--- src/sv/wdbm_pkg.sv ---
// Shared constants and helpers for the window density bit modulator.
`default_nettype none

package wdbm_pkg;

    localparam int HistBits = 64;
    localparam int BitsPerItem = 8;

    // Bits held once the history is full.
    localparam logic [6:0] HIST_FULL = 7'd64;
    // Window length base once the history is full.
    localparam logic [6:0] FULL_WINDOW_BASE = 7'd56;
    // Last decision index within one item.
    localparam logic [2:0] LAST_DECISION = 3'd7;

    // Count the ones in a byte.
    function automatic logic [3:0] pop8(input logic [7:0] v);
        logic [3:0] acc;
        acc = 4'd0;
        for (int i = 0; i < 8; i++)
        begin
            acc = acc + 4'(v[i]);
        end
        return acc;
    endfunction

endpackage

`default_nettype wire

--- src/sv/wdbm_decide.sv ---
// Shared decision unit: compares the window level against the target level.
`default_nettype none

module wdbm_decide (
    input  wire logic signed [15:0] target,
    input  wire logic        [6:0]  win_len,
    input  wire logic        [6:0]  win_ones,
    output      logic               bit_one
);

    logic signed [8:0]  diff;
    logic signed [24:0] lhs;
    logic signed [24:0] rhs;

    // Exact form of (2*ones - n)/n < target/32768, both sides scaled by n*32768.
    always_comb
    begin
        diff = $signed({1'b0, win_ones, 1'b0}) - $signed({2'b00, win_len});
        lhs  = 25'(diff) <<< 15;
        rhs  = 25'(target) * 25'($signed({1'b0, win_len}));
        if (win_len == 7'd0)
        begin
            bit_one = (target > 16'sd0);
        end
        else
        begin
            bit_one = (lhs < rhs);
        end
    end

endmodule

`default_nettype wire

--- src/sv/window_density_bit_modulator.sv ---
// Top level of the window density bit modulator: per-channel history and sequencer.
// The accepting edge loads the item into the working registers, ST_RUN makes its decisions,
// then ST_WRITE stores; the store waits while an earlier byte is still unaccepted.
// The single decision unit makes one bit per cycle; no new item is taken until the store.
// in_ready is high only while idle; a finished byte waits in the output register meanwhile.
// Reset (rst_n low, asynchronous): every channel history, fill count and ones count is cleared,
// the sequencer returns to idle and no result is pending.
`default_nettype none

module window_density_bit_modulator #(
    parameter int CHANNELS = 2
) (
    input  wire logic               clk,
    input  wire logic               rst_n,
    input  wire logic               in_valid,
    output      logic               in_ready,
    input  wire logic signed [15:0] target_level,
    input  wire logic               channel,
    output      logic               out_valid,
    input  wire logic               out_ready,
    output      logic        [7:0]  out_byte
);

    typedef enum logic [1:0] {
        ST_IDLE,
        ST_RUN,
        ST_WRITE
    } state_t;

    // Per-channel state: history, fill count, ones in history[55:0], ones in whole history.
    logic [63:0] hist_st_reg  [CHANNELS];
    logic [63:0] hist_st_next [CHANNELS];
    logic [6:0]  fill_st_reg  [CHANNELS];
    logic [6:0]  fill_st_next [CHANNELS];
    logic [5:0]  lo_st_reg    [CHANNELS];
    logic [5:0]  lo_st_next   [CHANNELS];
    logic [6:0]  all_st_reg   [CHANNELS];
    logic [6:0]  all_st_next  [CHANNELS];

    // Working registers for the item in flight.
    state_t             state_reg, state_next;
    logic [2:0]         cnt_reg, cnt_next;
    logic signed [15:0] target_reg, target_next;
    logic               ch_reg, ch_next;
    logic               range_reg, range_next;
    logic [63:0]        hist_reg, hist_next;
    logic [6:0]         fill_reg, fill_next;
    logic [6:0]         ones_lo_reg, ones_lo_next;
    logic [6:0]         ones_all_reg, ones_all_next;
    logic [3:0]         lost_reg, lost_next;
    logic               out_valid_reg, out_valid_next;
    logic [7:0]         out_byte_reg, out_byte_next;

    // Selected channel state and decision unit hookup.
    logic [63:0] sel_hist;
    logic [6:0]  sel_fill;
    logic [5:0]  sel_lo;
    logic [6:0]  sel_all;
    logic        in_range;
    logic        hist_full;
    logic [6:0]  win_len;
    logic [6:0]  win_ones;
    logic        bit_one;

    assign in_ready  = (state_reg == ST_IDLE);
    assign out_valid = out_valid_reg;
    assign out_byte  = out_byte_reg;

    // A channel code at or above CHANNELS touches no state and yields a zero byte.
    assign in_range = (int'(channel) < CHANNELS);

    always_comb
    begin
        sel_hist = '0;
        sel_fill = '0;
        sel_lo   = '0;
        sel_all  = '0;
        for (int i = 0; i < CHANNELS; i++)
        begin
            if (i == int'(channel))
            begin
                sel_hist = hist_st_reg[i];
                sel_fill = fill_st_reg[i];
                sel_lo   = lo_st_reg[i];
                sel_all  = all_st_reg[i];
            end
        end
    end

    // Once the history is full the window is 56+c bits, which covers the old
    // history[55:0] plus the bits made so far in this item.  Before that it is
    // the whole history, whose upper bits are still zero.
    assign hist_full = (fill_reg >= wdbm_pkg::HIST_FULL);
    assign win_len   = hist_full ? (wdbm_pkg::FULL_WINDOW_BASE + 7'(cnt_reg)) : fill_reg;
    assign win_ones  = hist_full ? ones_lo_reg : ones_all_reg;

    wdbm_decide u_decide (
        .target   (target_reg),
        .win_len  (win_len),
        .win_ones (win_ones),
        .bit_one  (bit_one)
    );

    always_comb
    begin
        state_next     = state_reg;
        cnt_next       = cnt_reg;
        target_next    = target_reg;
        ch_next        = ch_reg;
        range_next     = range_reg;
        hist_next      = hist_reg;
        fill_next      = fill_reg;
        ones_lo_next   = ones_lo_reg;
        ones_all_next  = ones_all_reg;
        lost_next      = lost_reg;
        out_valid_next = out_valid_reg;
        out_byte_next  = out_byte_reg;
        hist_st_next   = hist_st_reg;
        fill_st_next   = fill_st_reg;
        lo_st_next     = lo_st_reg;
        all_st_next    = all_st_reg;

        // Drop the pending result once the consumer takes it.
        if (out_valid_reg && out_ready)
        begin
            out_valid_next = 1'b0;
        end

        case (state_reg)
            ST_IDLE:
            begin
                if (in_valid)
                begin
                    // Load the channel's state into the working registers.
                    state_next    = ST_RUN;
                    cnt_next      = '0;
                    target_next   = target_level;
                    ch_next       = channel;
                    range_next    = in_range;
                    hist_next     = sel_hist;
                    fill_next     = sel_fill;
                    ones_lo_next  = 7'(sel_lo);
                    ones_all_next = sel_all;
                    lost_next     = wdbm_pkg::pop8(sel_hist[63:56]);
                end
            end
            ST_RUN:
            begin
                // Shift one decision into the history per cycle.
                hist_next     = {hist_reg[62:0], bit_one};
                ones_lo_next  = ones_lo_reg + 7'(bit_one);
                ones_all_next = ones_all_reg + 7'(bit_one);
                if (!hist_full)
                begin
                    fill_next = fill_reg + 7'd1;
                end
                cnt_next = cnt_reg + 3'd1;
                if (cnt_reg == wdbm_pkg::LAST_DECISION)
                begin
                    state_next = ST_WRITE;
                end
            end
            ST_WRITE:
            begin
                // Hold until the output register is free, then store and publish.
                if (!out_valid_reg || out_ready)
                begin
                    out_valid_next = 1'b1;
                    out_byte_next  = range_reg ? hist_reg[7:0] : 8'd0;
                    if (range_reg)
                    begin
                        for (int i = 0; i < CHANNELS; i++)
                        begin
                            if (i == int'(ch_reg))
                            begin
                                hist_st_next[i] = hist_reg;
                                fill_st_next[i] = fill_reg;
                                // Old bits 55:48 now sit at 63:56 and leave the low window.
                                lo_st_next[i]   = 6'(ones_lo_reg
                                                  - 7'(wdbm_pkg::pop8(hist_reg[63:56])));
                                all_st_next[i]  = ones_all_reg - 7'(lost_reg);
                            end
                        end
                    end
                    state_next = ST_IDLE;
                end
            end
            default:
            begin
                state_next = ST_IDLE;
            end
        endcase
    end

    always_ff @(posedge clk or negedge rst_n)
    begin
        if (!rst_n)
        begin
            state_reg     <= ST_IDLE;
            out_valid_reg <= 1'b0;
            for (int i = 0; i < CHANNELS; i++)
            begin
                hist_st_reg[i] <= '0;
                fill_st_reg[i] <= '0;
                lo_st_reg[i]   <= '0;
                all_st_reg[i]  <= '0;
            end
        end
        else
        begin
            state_reg     <= state_next;
            out_valid_reg <= out_valid_next;
            hist_st_reg   <= hist_st_next;
            fill_st_reg   <= fill_st_next;
            lo_st_reg     <= lo_st_next;
            all_st_reg    <= all_st_next;
        end
    end

    // Working payload registers need no reset.
    always_ff @(posedge clk)
    begin
        cnt_reg      <= cnt_next;
        target_reg   <= target_next;
        ch_reg       <= ch_next;
        range_reg    <= range_next;
        hist_reg     <= hist_next;
        fill_reg     <= fill_next;
        ones_lo_reg  <= ones_lo_next;
        ones_all_reg <= ones_all_next;
        lost_reg     <= lost_next;
        out_byte_reg <= out_byte_next;
    end

    // Stored fill count never passes a full history.
    assert property (@(posedge clk) disable iff (!rst_n)
        fill_st_reg[0] <= wdbm_pkg::HIST_FULL)
    else $error("channel 0 fill count above 64");

    // Ones below bit 56 can never exceed ones in the whole history.
    assert property (@(posedge clk) disable iff (!rst_n)
        7'(lo_st_reg[0]) <= all_st_reg[0])
    else $error("channel 0 ones counts inconsistent");

    // A new result appears only out of the store step.
    assert property (@(posedge clk) disable iff (!rst_n)
        $rose(out_valid_reg) |-> $past(state_reg == ST_WRITE))
    else $error("result raised outside the store step");

    // The last decision is always followed by the store step.
    assert property (@(posedge clk) disable iff (!rst_n)
        (state_reg == ST_RUN && cnt_reg == wdbm_pkg::LAST_DECISION) |=> state_reg == ST_WRITE)
    else $error("decision sequence did not end in store");

    // The window count during decisions stays within the window length.
    assert property (@(posedge clk) disable iff (!rst_n)
        (state_reg == ST_RUN && hist_full) |-> ones_lo_reg <= win_len)
    else $error("window ones exceed window length");

endmodule

`default_nettype wire
--- config.mk ---
export PLATFORM = sky130hd
export DESIGN_NAME = window_density_bit_modulator
export DESIGN_NICKNAME = d
export VERILOG_FILES = /design/src/sv/wdbm_pkg.sv /design/src/sv/wdbm_decide.sv /design/src/sv/window_density_bit_modulator.sv
export SDC_FILE = /design/constraint.sdc
export NUM_CORES = 1
export LEC_CHECK = 0
export ABC_CLOCK_PERIOD_IN_PS = 7450
export BUFFER_PORTS_ARGS = -buffer_cell sky130_fd_sc_hd__buf_4
export CORE_MARGIN = 5
export CORE_UTILIZATION = 50
export CTS_CLUSTER_SIZE = 12
export DETAILED_ROUTE_END_ITERATION = 12
export PLACE_DENSITY = 0.78
export SYNTH_ARGS = -nofsm -noshare
export SYNTH_HDL_FRONTEND = slang
export SYNTH_SLANG_ARGS = --single-unit
--- constraint.sdc ---
create_clock -name clk -period 7.45 [get_ports clk]
set_input_delay 0.3725 -clock clk [delete_from_list [all_inputs] [get_ports clk]]
set_output_delay 0.3725 -clock clk [all_outputs]
set_load 0.05 [all_outputs]
==> flow_metrics.env <==
export IMPL_synth_largest_area_cell="dfrtp_1"
export IMPL_drtIter0Drc=711
export IMPL_ys_warn_count=0
export IMPL_cts_buffers=31
export IMPL_skew_ns=0.00931
export IMPL_setup_slack_ns=-0.397
export IMPL_vias=12046
export IMPL_drcViolationCount=0
export IMPL_final_common_cell="nand2_1"
export IMPL_hold_path_startpoint="out_ready"
export IMPL_cp_end_kind="register"
export IMPL_fp_row_count=68
export IMPL_hold_path_end="out_valid"
export IMPL_ys_ff_latch=288
export IMPL_largest_reg_flops=128
export IMPL_first_pass_iters=4
export IMPL_root_buffer="clkbuf_16"
export IMPL_clockBufferDepth=3
export IMPL_violations="negative setup slack"
export IMPL_synth_area_um2=17400
export IMPL_yosys_area_top_type_share_pct=24.6
export IMPL_dp_hpwl_mm=24.9
export IMPL_grt_max_degree=96
export IMPL_finalCritPeriodShare_pct=105
export IMPL_rsz0062_at_grt="true"
export IMPL_fin_crit_ns=7.85
export IMPL_die_w_um=197
export IMPL_clk_pin_slew_worst_paths_ns=0.06
export IMPL_grt_use_total_pct=19.6
export IMPL_synth_area_leaders="dfrtp_1 (25%), edfxtp_1 (20%), fa_1 (11%)"
export IMPL_ff2ff_path_depth=34
export IMPL_wirelength_mm=37.4
export IMPL_yosysUniqueCellTypes=63
export IMPL_max_cap_viol_count=0
export IMPL_clock_latency_ns=0.55
export IMPL_tightest_slew_ns=1.11
export IMPL_timing_reg2reg_setup_slack_ns=-0.40
export IMPL_slew_headroom_pct=25.7
export IMPL_antenna_left=0
export IMPL_cts_sinks=288
export IMPL_grt_pass1_vias=12826
export IMPL_cts_htree_levels=1
export IMPL_holdCritPathClass="input pin to register"
export IMPL_finalSetupViolations=14
export IMPL_synthCells=1660
export IMPL_hold_path_depth=3
export IMPL_dieArea_um2=38700
export IMPL_final_cell_mix="nand2_1 (345), dfrtp_1 (171), inv_1 (169)"
export IMPL_arrival_ns=8.12
export IMPL_wire_per_inst_um=16.5
export IMPL_synth_edff_count=117
export IMPL_grt_antenna_before_repair=0
export IMPL_path_class="register to register"
export IMPL_max_stage_delay_ns=0.56
export IMPL_port_buffers=30
export IMPL_slew_violations=0
export IMPL_required_ns=7.72
export IMPL_synthArstFlopShare_pct=59.4
export IMPL_crit_fanout=7
export IMPL_area_growth_pct=17.1
export IMPL_drive_gt1_share_pct=18.0
export IMPL_r2r_start="fill_reg[6]"
export IMPL_routabilityCongestion=0.900
export IMPL_clock_fmax_mhz=127
export IMPL_fp_dieH_um=197
export IMPL_gr_total_overflow=0
export IMPL_timing_rr_end="ones_all_reg[6]"
export IMPL_critPathLaunchType="register"
export IMPL_via_per_inst=5.32
export IMPL_outcome="finished, violations left"
export IMPL_design_core_area_um2=34500
export IMPL_cts_tree="yes"
export IMPL_syn_avg_cell_area_um2=10.5
export IMPL_finalHoldViolCount=0
export IMPL_fin_nets=1991
export IMPL_grt_pass1_wl_mm=63.2
export IMPL_start_util_pct=50.5
export IMPL_io_pins=31
export IMPL_synth_main_ff_cell="dfrtp_1"
export IMPL_yosysSeqAreaShare_pct=44.8
export IMPL_diodes=0
export IMPL_fin_tns_setup_ns=-3.96
export IMPL_cpMaxStageDelayCell="fa_2"
## kinds of logic after synthesis
group,synth area share (%)
AOI/OAI and AO/OA,7.22
xor gates and xnor gates,2.57
adders and majority gates,17.5
buffers and inverters,5.43
DFF,44.8
muxes,9.29
other,0.0431
and+or+nand+nor,13.2
## per-layer routing
metal  part of all wire, %  global-route usage, %  vias up
li1                      -                      -     5685
met1                    44                   26.5     6040
met2                    50                   33.6      244
met3                   4.0                   2.32       77
met4                   2.9                   5.50        0
met5                     0                      0        -
## worst max path at each step
stage	startpoint	end	slack (ns)	cells past startpoint
floorplan	fill_reg[6]	ones_all_reg[6]	-0.03	35
global placement	fill_reg[6]	ones_all_reg[5]	-0.29	34
detailed placement	fill_reg[6]	ones_all_reg[5]	-0.50	34
CTS	fill_reg[6]	ones_all_reg[6]	-0.33	34
global route	fill_reg[6]	ones_all_reg[6]	-0.77	34
finish	fill_reg[6]	ones_all_reg[6]	-0.40	34
## synth_stat cells, types with 35 or more instances
| library cell | count |
|---|---|
| clkbuf_1 | 59 |
| dfrtp_1 | 171 |
| edfxtp_1 | 117 |
| fa_1 | 100 |
| ha_1 | 83 |
| inv_1 | 177 |
| mux2_2 | 71 |
| mux2i_1 | 78 |
| nand2_1 | 352 |
| nor2_1 | 37 |
| nor2b_1 | 56 |
| o21ai_0 | 130 |
| xnor2_1 | 35 |
## timing repair
action / in CTS / in global routing
cloned: 0 / 0
buffers inserted: 9 / 6
endpoints found under the hold margin: 110 / 0
gates resized for setup: 17 / 34
setup endpoints to repair: 14 / 15
hold buffers: 17 / 0
pin swaps: 33 / 30
## metrics by stage
step           area, um^2  util (%)  hold WS (ns)  std cells  setup WS (ns)
6_report            20400      59.1         0.143       2266         -0.397
5_1_grt             20400      59.1         0.154       2266         -0.769
4_1_cts             20200      58.6         0.119       2261         -0.330
3_3_place_gp        18900      54.8         0.450       2178         -0.286
3_5_place_dp        18900      54.8         0.460       2178         -0.500
2_1_floorplan       17700         -        0.0769       1675        -0.0305
## final cells by class
class | count | area, um^2
clock buffer | 52 | 935
sequential | 288 | 7790
clock inverter | 5 | 61.3
multi-input combinational | 1136 | 9120
timing repair buffer | 152 | 1240
tap | 455 | 569
inverter | 178 | 668
fill | 2748 | 14100
## critical path, delay by kind of cell, from the launching register on
kind / cells / cell delay (ns)
xor gates and xnor gates: 2 / 0.26
DFF: 1 / 0.44
buffers and inverters: 4 / 0.17
AOI/OAI and AO/OA: 12 / 2.30
muxes: 1 / 0.31
and+or+nand+nor: 7 / 1.20
adders and majority gates: 8 / 2.90
Power is not shown: default switching activity piles up to over one toggle a cycle in this logic, so the estimate is an artifact.
